`src/rtl/core/pfc_pkg.sv`:
```
// Types, constants and helper functions of the Playfair pair cipher.
package pfc_pkg;

  localparam logic [2:0] SIDE        = 3'd5;
  localparam logic [2:0] LAST_RC     = 3'd4;
  localparam logic [4:0] CELLS       = 5'd25;
  localparam int         CELL_DEPTH  = 25;
  localparam int         LETTER_DEPTH = 26;
  localparam logic [4:0] LETTER_I    = 5'd8;
  localparam logic [4:0] LETTER_J    = 5'd9;
  localparam logic [4:0] LETTER_Z    = 5'd25;

  localparam logic [2:0] OP_START   = 3'd0;
  localparam logic [2:0] OP_LETTER  = 3'd1;
  localparam logic [2:0] OP_FINISH  = 3'd2;
  localparam logic [2:0] OP_ENCRYPT = 3'd3;
  localparam logic [2:0] OP_DECRYPT = 3'd4;

  typedef enum logic [1:0] {
    ST_IDLE,
    ST_CELL,
    ST_RESULT,
    ST_FILL
  } state_t;

  typedef struct packed {
    logic clear_key;
    logic place_key;
    logic fill_begin;
    logic fill_step;
    logic pair_begin;
    logic encrypt;
    logic cell_read;
    logic result;
  } cmd_t;

  typedef struct packed {
    logic key_ready;
    logic fill_last;
  } stat_t;

  // Codes above Z saturate to Z, and J folds onto I.
  function automatic logic [4:0] clean_letter(input logic [4:0] v);
    logic [4:0] l;
    l = (v > LETTER_Z) ? LETTER_Z : v;
    if (l == LETTER_J) begin
      l = LETTER_I;
    end
    return l;
  endfunction

  function automatic logic [2:0] pos_row(input logic [4:0] p);
    logic [2:0] r;
    if (p >= 5'd20) begin
      r = 3'd4;
    end else if (p >= 5'd15) begin
      r = 3'd3;
    end else if (p >= 5'd10) begin
      r = 3'd2;
    end else if (p >= 5'd5) begin
      r = 3'd1;
    end else begin
      r = 3'd0;
    end
    return r;
  endfunction

  function automatic logic [4:0] cell_index(input logic [2:0] row, input logic [2:0] col);
    return ({2'b00, row} << 2) + {2'b00, row} + {2'b00, col};
  endfunction

  function automatic logic [2:0] pos_col(input logic [4:0] p);
    logic [4:0] c;
    c = p - cell_index(pos_row(p), 3'd0);
    return c[2:0];
  endfunction

  // One step along a row or column, wrapping around the square.
  function automatic logic [2:0] step_rc(input logic [2:0] x, input logic enc);
    logic [2:0] y;
    if (enc) begin
      y = (x >= LAST_RC) ? 3'd0 : x + 3'd1;
    end else begin
      y = (x == 3'd0) ? LAST_RC : x - 3'd1;
    end
    return y;
  endfunction

endpackage

```
`src/rtl/core/pfc_ram.sv`:
```
// Generic RAM with one write port and two registered read ports.
module pfc_ram #(
  parameter int WIDTH = 5,
  parameter int DEPTH = 26
) (
  input  logic                     clk,
  input  logic                     we,
  input  logic [$clog2(DEPTH)-1:0] waddr,
  input  logic [WIDTH-1:0]         wdata,
  input  logic                     re,
  input  logic [$clog2(DEPTH)-1:0] raddr_a,
  input  logic [$clog2(DEPTH)-1:0] raddr_b,
  output logic [WIDTH-1:0]         rdata_a,
  output logic [WIDTH-1:0]         rdata_b
);

  logic [WIDTH-1:0] mem [DEPTH];

  always_ff @(posedge clk) begin
    if (we) begin
      mem[waddr] <= wdata;
    end
    if (re) begin
      rdata_a <= mem[raddr_a];
      rdata_b <= mem[raddr_b];
    end
  end

endmodule

```
`src/rtl/core/pfc_datapath.sv`:
```
// Datapath: key state, position and square memories, and pair transform.
module pfc_datapath (
  input  logic           clk,
  input  logic           rst,
  input  pfc_pkg::cmd_t  cmd,
  input  logic [4:0]     letter_a,
  input  logic [4:0]     letter_b,
  output pfc_pkg::stat_t stat,
  output logic           done,
  output logic [4:0]     out_a,
  output logic [4:0]     out_b,
  output logic           status
);
  import pfc_pkg::*;

  logic [25:0] used_letters;
  logic [4:0]  fill_count;
  logic        key_ready;
  logic [4:0]  fill_k;
  logic        dir_enc;

  logic [4:0]  a_clean;
  logic [4:0]  b_clean;
  logic [4:0]  place_letter;
  logic        do_place;
  logic [4:0]  pos_a;
  logic [4:0]  pos_b;
  logic [2:0]  ra, ca, rb, cb;
  logic [4:0]  cell_a;
  logic [4:0]  cell_b;
  logic [4:0]  sq_a;
  logic [4:0]  sq_b;

  assign a_clean      = clean_letter(letter_a);
  assign b_clean      = clean_letter(letter_b);
  assign place_letter = cmd.place_key ? a_clean : fill_k;

  // A letter goes into the next free cell only once, and only while cells remain.
  assign do_place = (cmd.place_key || (cmd.fill_step && fill_k != LETTER_J)) &&
                    !used_letters[place_letter] && (fill_count < CELLS);

  assign stat.key_ready = key_ready;
  assign stat.fill_last = (fill_k == LETTER_Z);

  always_ff @(posedge clk) begin
    if (rst) begin
      used_letters <= '0;
      fill_count   <= '0;
      key_ready    <= 1'b0;
      fill_k       <= '0;
    end else begin
      if (cmd.clear_key) begin
        used_letters <= '0;
        fill_count   <= '0;
        key_ready    <= 1'b0;
      end
      if (do_place) begin
        used_letters[place_letter] <= 1'b1;
        fill_count                 <= fill_count + 5'd1;
      end
      if (cmd.fill_begin) begin
        fill_k <= '0;
      end else if (cmd.fill_step) begin
        fill_k <= fill_k + 5'd1;
        if (stat.fill_last) begin
          key_ready <= 1'b1;
        end
      end
    end
  end

  always_ff @(posedge clk) begin
    if (cmd.pair_begin) begin
      dir_enc <= cmd.encrypt;
    end
  end

  pfc_ram #(
    .WIDTH(5),
    .DEPTH(LETTER_DEPTH)
  ) u_pos_ram (
    .clk    (clk),
    .we     (do_place),
    .waddr  (place_letter),
    .wdata  (fill_count),
    .re     (cmd.pair_begin),
    .raddr_a(a_clean),
    .raddr_b(b_clean),
    .rdata_a(pos_a),
    .rdata_b(pos_b)
  );

  assign ra = pos_row(pos_a);
  assign ca = pos_col(pos_a);
  assign rb = pos_row(pos_b);
  assign cb = pos_col(pos_b);

  // Equal letters share a row, so they take the row rule.
  always_comb begin
    if (ra == rb) begin
      cell_a = cell_index(ra, step_rc(ca, dir_enc));
      cell_b = cell_index(rb, step_rc(cb, dir_enc));
    end else if (ca == cb) begin
      cell_a = cell_index(step_rc(ra, dir_enc), ca);
      cell_b = cell_index(step_rc(rb, dir_enc), cb);
    end else begin
      cell_a = cell_index(ra, cb);
      cell_b = cell_index(rb, ca);
    end
  end

  pfc_ram #(
    .WIDTH(5),
    .DEPTH(CELL_DEPTH)
  ) u_square_ram (
    .clk    (clk),
    .we     (do_place),
    .waddr  (fill_count),
    .wdata  (place_letter),
    .re     (cmd.cell_read),
    .raddr_a(cell_a),
    .raddr_b(cell_b),
    .rdata_a(sq_a),
    .rdata_b(sq_b)
  );

  assign done   = cmd.result;
  assign out_a  = key_ready ? sq_a : 5'd0;
  assign out_b  = key_ready ? sq_b : 5'd0;
  assign status = !key_ready;

endmodule

```
`src/rtl/core/pfc_ctrl.sv`:
```
// Controller: decodes requests and sequences pair lookups and the key fill walk.
module pfc_ctrl (
  input  logic           clk,
  input  logic           rst,
  input  logic           start,
  input  logic [2:0]     op,
  input  pfc_pkg::stat_t stat,
  output logic           busy,
  output pfc_pkg::cmd_t  cmd
);
  import pfc_pkg::*;

  state_t state;
  state_t state_next;
  logic   accept;

  assign busy   = (state == ST_CELL) || (state == ST_FILL);
  assign accept = start && !busy;

  always_ff @(posedge clk) begin
    if (rst) begin
      state <= ST_IDLE;
    end else begin
      state <= state_next;
    end
  end

  always_comb begin
    state_next = state;
    unique case (state)
      ST_IDLE, ST_RESULT: begin
        state_next = ST_IDLE;
        if (accept) begin
          unique case (op) inside
            OP_FINISH: begin
              state_next = stat.key_ready ? ST_IDLE : ST_FILL;
            end
            OP_ENCRYPT, OP_DECRYPT: begin
              state_next = ST_CELL;
            end
            default: begin
              state_next = ST_IDLE;
            end
          endcase
        end
      end
      ST_CELL: begin
        state_next = ST_RESULT;
      end
      ST_FILL: begin
        state_next = stat.fill_last ? ST_IDLE : ST_FILL;
      end
      default: begin
        state_next = ST_IDLE;
      end
    endcase
  end

  always_comb begin
    cmd = '0;
    unique case (state)
      ST_IDLE, ST_RESULT: begin
        cmd.result = (state == ST_RESULT);
        if (accept) begin
          unique case (op) inside
            OP_START: begin
              cmd.clear_key = 1'b1;
            end
            OP_LETTER: begin
              cmd.place_key = !stat.key_ready;
            end
            OP_FINISH: begin
              cmd.fill_begin = !stat.key_ready;
            end
            OP_ENCRYPT, OP_DECRYPT: begin
              cmd.pair_begin = 1'b1;
              cmd.encrypt    = (op == OP_ENCRYPT);
            end
            default: begin
              cmd.pair_begin = 1'b0;
            end
          endcase
        end
      end
      ST_CELL: begin
        cmd.cell_read = 1'b1;
      end
      ST_FILL: begin
        cmd.fill_step = 1'b1;
      end
      default: begin
        cmd = '0;
      end
    endcase
  end

endmodule

```
`src/rtl/core/playfair_pair_cipher.sv`:
```
// Playfair pair cipher: one request at a time; a pair result strobes done after the
// position lookup and the square lookup, each registered in its memory. A new pair
// can be accepted while done is high, not during the square lookup. Start key and
// key letter requests leave busy low; finish key, unless the key is finished, keeps
// busy high while it walks the alphabet. The receiver cannot stall the result.
// Synchronous reset clears the key state; the square is unusable until a key finishes.
module playfair_pair_cipher (
  input  logic       clk,
  input  logic       rst,
  input  logic       start,
  output logic       busy,
  input  logic [2:0] op,
  input  logic [4:0] letter_a,
  input  logic [4:0] letter_b,
  output logic       done,
  output logic [4:0] out_a,
  output logic [4:0] out_b,
  output logic       status
);
  import pfc_pkg::*;

  cmd_t  cmd;
  stat_t stat;

  pfc_ctrl u_ctrl (
    .clk  (clk),
    .rst  (rst),
    .start(start),
    .op   (op),
    .stat (stat),
    .busy (busy),
    .cmd  (cmd)
  );

  pfc_datapath u_datapath (
    .clk     (clk),
    .rst     (rst),
    .cmd     (cmd),
    .letter_a(letter_a),
    .letter_b(letter_b),
    .stat    (stat),
    .done    (done),
    .out_a   (out_a),
    .out_b   (out_b),
    .status  (status)
  );

endmodule

```
`config.mk`:
```
export PLATFORM = sky130hd
export DESIGN_NAME = playfair_pair_cipher
export DESIGN_NICKNAME = d
export VERILOG_FILES = /design/src/rtl/core/pfc_pkg.sv /design/src/rtl/core/pfc_ram.sv /design/src/rtl/core/pfc_datapath.sv /design/src/rtl/core/pfc_ctrl.sv /design/src/rtl/core/playfair_pair_cipher.sv
export SDC_FILE = /design/constraint.sdc
export NUM_CORES = 1
export LEC_CHECK = 0
export BUFFER_PORTS_ARGS = -buffer_cell sky130_fd_sc_hd__buf_2
export CAP_MARGIN = 20
export CELL_PAD_IN_SITES_DETAIL_PLACEMENT = 0
export CELL_PAD_IN_SITES_GLOBAL_PLACEMENT = 2
export CORE_MARGIN = 8
export CORE_UTILIZATION = 35
export CTS_CLUSTER_DIAMETER = 30
export CTS_CLUSTER_SIZE = 12
export DETAILED_ROUTE_END_ITERATION = 8
export MAX_ROUTING_LAYER = met4
export PLACE_DENSITY_LB_ADDON = 0.1
export SKIP_LAST_GASP = 1
export SYNTH_ARGS = -nofsm -noshare
export SYNTH_HDL_FRONTEND = slang
export SYNTH_HIERARCHICAL = 1
export SYNTH_SLANG_ARGS = --single-unit
```
`constraint.sdc`:
```
create_clock -name clk -period 10.9 [get_ports clk]
set_clock_uncertainty 0.1 [all_clocks]
set_input_delay 1.09 -clock clk [delete_from_list [all_inputs] [get_ports clk]]
set_output_delay 1.09 -clock clk [all_outputs]
set_load 0.05 [all_outputs]
```
==> results.toml <==
[status]
outcome = "completed"

[synthesis]
seq_area_frac_synth_pct = 54.19
synthesis.area_um2 = 16730
synth_seq_cells = 315
synthCells = 1232
yosys_most_used_dff = "edfxtp_1"
avgSynthCellArea_um2 = 13.58
netlist.area_leader.share_pct = 49.53
synth-async-reset-ratio_pct = 0
synth_fp_nets = 1293
synthDistinctLibCells = 75
synth.area.top_cells = "edfxtp_1, mux4_2, mux2i_1"
yosysWarnings = 6
synth_edf_count = 276
synth_area_leader_cell = "edfxtp_1"

[layout]
final_nets = 1359
drive_above_1_share_pct = 22.98
diodes = 0
syn2layout_area_growth_pct = 20.98

[timing]
hold_viol = 0
worst_pin_slew_ns = 0.9934
finalMaxSlewViolations = 0
setup_violations = 0
fmax_mhz = 150.4
slew-limit-headroom_pct = 33.63
period_minus_slack_ns = 6.650
fin_crit_sh_pct = 61.01
rsz0062_at_grt = "no"
finalSetupTns_ns = 0

[global_routing]
use_met1_pct = 22.88
grt_pass1_vias = 11580
busiest_layer = "met2"
grt_overflow_total = 0
grt_pass1_wl_mm = 73.08
use_met2_pct = 27.95
grt_max_degree = 45
gr-usage-all-layers_pct = 17.81
use_met3_pct = 3.593
antenna_found_initial = 0

[job]
max_cap_violations = 0

[clocking]
clk_pin_slew_ns = 0.05
postCtsSetupBuffers = 0
ctsHoldBuffers = 0
htreeDepth = 3
clk_latency_ns = 0.58
cts_root_buffer = "clkbuf_16"
clockBufferDepth = 3
cts_buffers = 76
cts_tree = "built"
clock_sinks = 315
ctsResizeCount = 0

[critical_path]
cp-end-kind = "flop"
cp.arrival_ns = 6.87
critical_path_class = "reg -> reg"
slowest_delay_ns = 0.77
crit_family = "adder cells"
rr_worst_depth = 18
cp.required_ns = 11.12
path_cells = "o21ai_1, nor2b_1, ha_1, inv_1, fa_1, xnor2_1, xnor2_1, inv_1, fa_1, inv_1, fa_1, nand3_1, a31oi_4, buf_4, mux4_1, and3_1, a21oi_1, nand4_1"
cp.depth = 18
cp_max_fo = 19
path_buf_inv = 4
startpoint_type = "flop"
crit_path_top_delay_cell = "xnor2_1"

[placed_design]
io_buffers = 28
hpwl_mm = 32.58
gp_congestion = 0.7919

[drt]
wl_mm = 48.18
drc = 0
vias = 11000
wl_per_cell_um = 24.37
postRouteAntennaNets = 0
via_per_inst = 5.566
drtIter0Drc = 692
drt_pre_antenna_iters = 5

[power_and_ir_drop]
cellPowerDensity_nw_per_um2 = 212.7
finalPower_mw = 4.307
power.leakage_nw = 6.949
ir_drop_v = 0.00008975

[floorplan]
initial_core_util_pct = 35.27
fp.coreArea_um2 = 47450
fp-row-count = 80
fp.dieW_um = 234.7
die_h_um = 234.7
io_pins = 29
dieArea_um2 = 55060

[hold_path]
hp-class = "reg -> reg"
worst_hold_path.num_cells = 1
[kinds of logic (layout without fill, tap and decap cells)]
family          after synthesis  after routing  share of synthesized area (%)
simple gates                329            329                          10.19
flops                       315            315                          54.19
compound gates              216            216                          9.399
mux                         184            184                          17.53
buf+inv                     114            244                          3.335
fa+ha+maj                    47             47                          3.933
xor+xnor                     27             27                          1.413
[sequential cells by signal, indices dropped and copies added, names as in the netlist, 2 cells and up]
signal / count
u_ctrl/state: 2
u_datapath/fill_k: 5
u_datapath/u_pos_ram/mem: 130
u_datapath/fill_count: 5
u_datapath/u_square_ram/rdata_a: 5
u_datapath/u_pos_ram/rdata_a: 5
u_datapath/u_square_ram/rdata_b: 5
u_datapath/used_letters: 26
u_datapath/u_pos_ram/rdata_b: 5
u_datapath/u_square_ram/mem: 125
[layer usage]
| metal | up-vias | routed length [um] |
|---|---|---|
| met2 | 258 | 22670 |
| met1 | 5597 | 22150 |
| li1 | 5054 | - |
| met3 | 94 | 2056 |
| met4 | 0 | 1293 |
| met5 | - | 0 |
[per-stage QoR]
stage / util [%] / instances / hold slack (ns) / area, um^2 / worst slack (ns)
3_3_place_gp: 37.16 / 1834 / 0.3437 / 17630 / 3.984
5_1_grt: 42.67 / 1977 / 0.3760 / 20240 / 3.697
3_5_place_dp: 37.16 / 1834 / 0.3503 / 17630 / 3.839
6_report: 42.67 / 1977 / 0.3582 / 20240 / 4.250
2_1_floorplan: - / 1232 / 0.3366 / 16730 / 4.604
4_1_cts: 42.66 / 1976 / 0.3594 / 20240 / 4.136
[cells in the final DEF (no fill, tap or decap), types with 8 or more instances in the layout]
cell and n:
edfxtp_1 276, nor2_1 91, mux2i_1 88, mux4_2 85
clkbuf_16 79, nand2_1 59, inv_1 39, dfxtp_1 39
nand3_1 35, ha_1 35, o21ai_0 30, buf_4 30
buf_2 29, nor2b_1 28, a21oi_1 26, a32o_1 26
a22oi_1 25, nand4_1 20, nor3_1 19, o22ai_1 16
xnor2_1 15, o211ai_1 15, and2_1 13, a21o_1 13
clkbuf_1 12, xor2_1 12, clkinvlp_4 11, nand3b_1 11
nand2b_1 10, fa_1 10, mux2_2 10, bufinv_16 8
clkinv_2 8, inv_6 8
[path summary, 6_finish.rpt]
path / slack [ns] / start / endpoint
setup / recovery: 4.25 / u_datapath/u_pos_ram/rdata_a[2] / u_datapath/u_square_ram/rdata_a[4]
setup reg to reg: 4.25 / u_datapath/u_pos_ram/rdata_a[2] / u_datapath/u_square_ram/rdata_a[4]
hold reg to reg: 0.36 / u_datapath/used_letters[8] / u_datapath/used_letters[8]
hold / removal: 0.36 / u_datapath/used_letters[8] / u_datapath/used_letters[8]
[final cells by class]
type	instances	area, um^2
clock buffers	94	2063
clock inverters	48	544.3
fillers	4442	27200
inverters	43	163.9
multi-input cells	803	7264
flip-flops and latches	315	9069
well taps	615	769.5
repair buffers	59	370.4
[report_power, final]
group | switching (mW) | total [mW] | internal [mW]
Sequential | 0.00411 | 1.32 | 1.32
Clock | 0.714 | 2.25 | 1.54
Combinational | 0.423 | 0.728 | 0.306
Total | 1.14 | 4.31 | 3.17
[cell usage after synthesis, types with 26 or more instances]
master / instances
inv_1: 39
mux2i_1: 88
clkbuf_1: 28
dfxtp_1: 39
a32o_1: 26
o21ai_0: 30
mux4_2: 85
ha_1: 35
edfxtp_1: 276
nand3_1: 35
a21oi_1: 29
nand2_1: 59
nor2_1: 91
nor2b_1: 28
(Power assumes the default switching activity.)
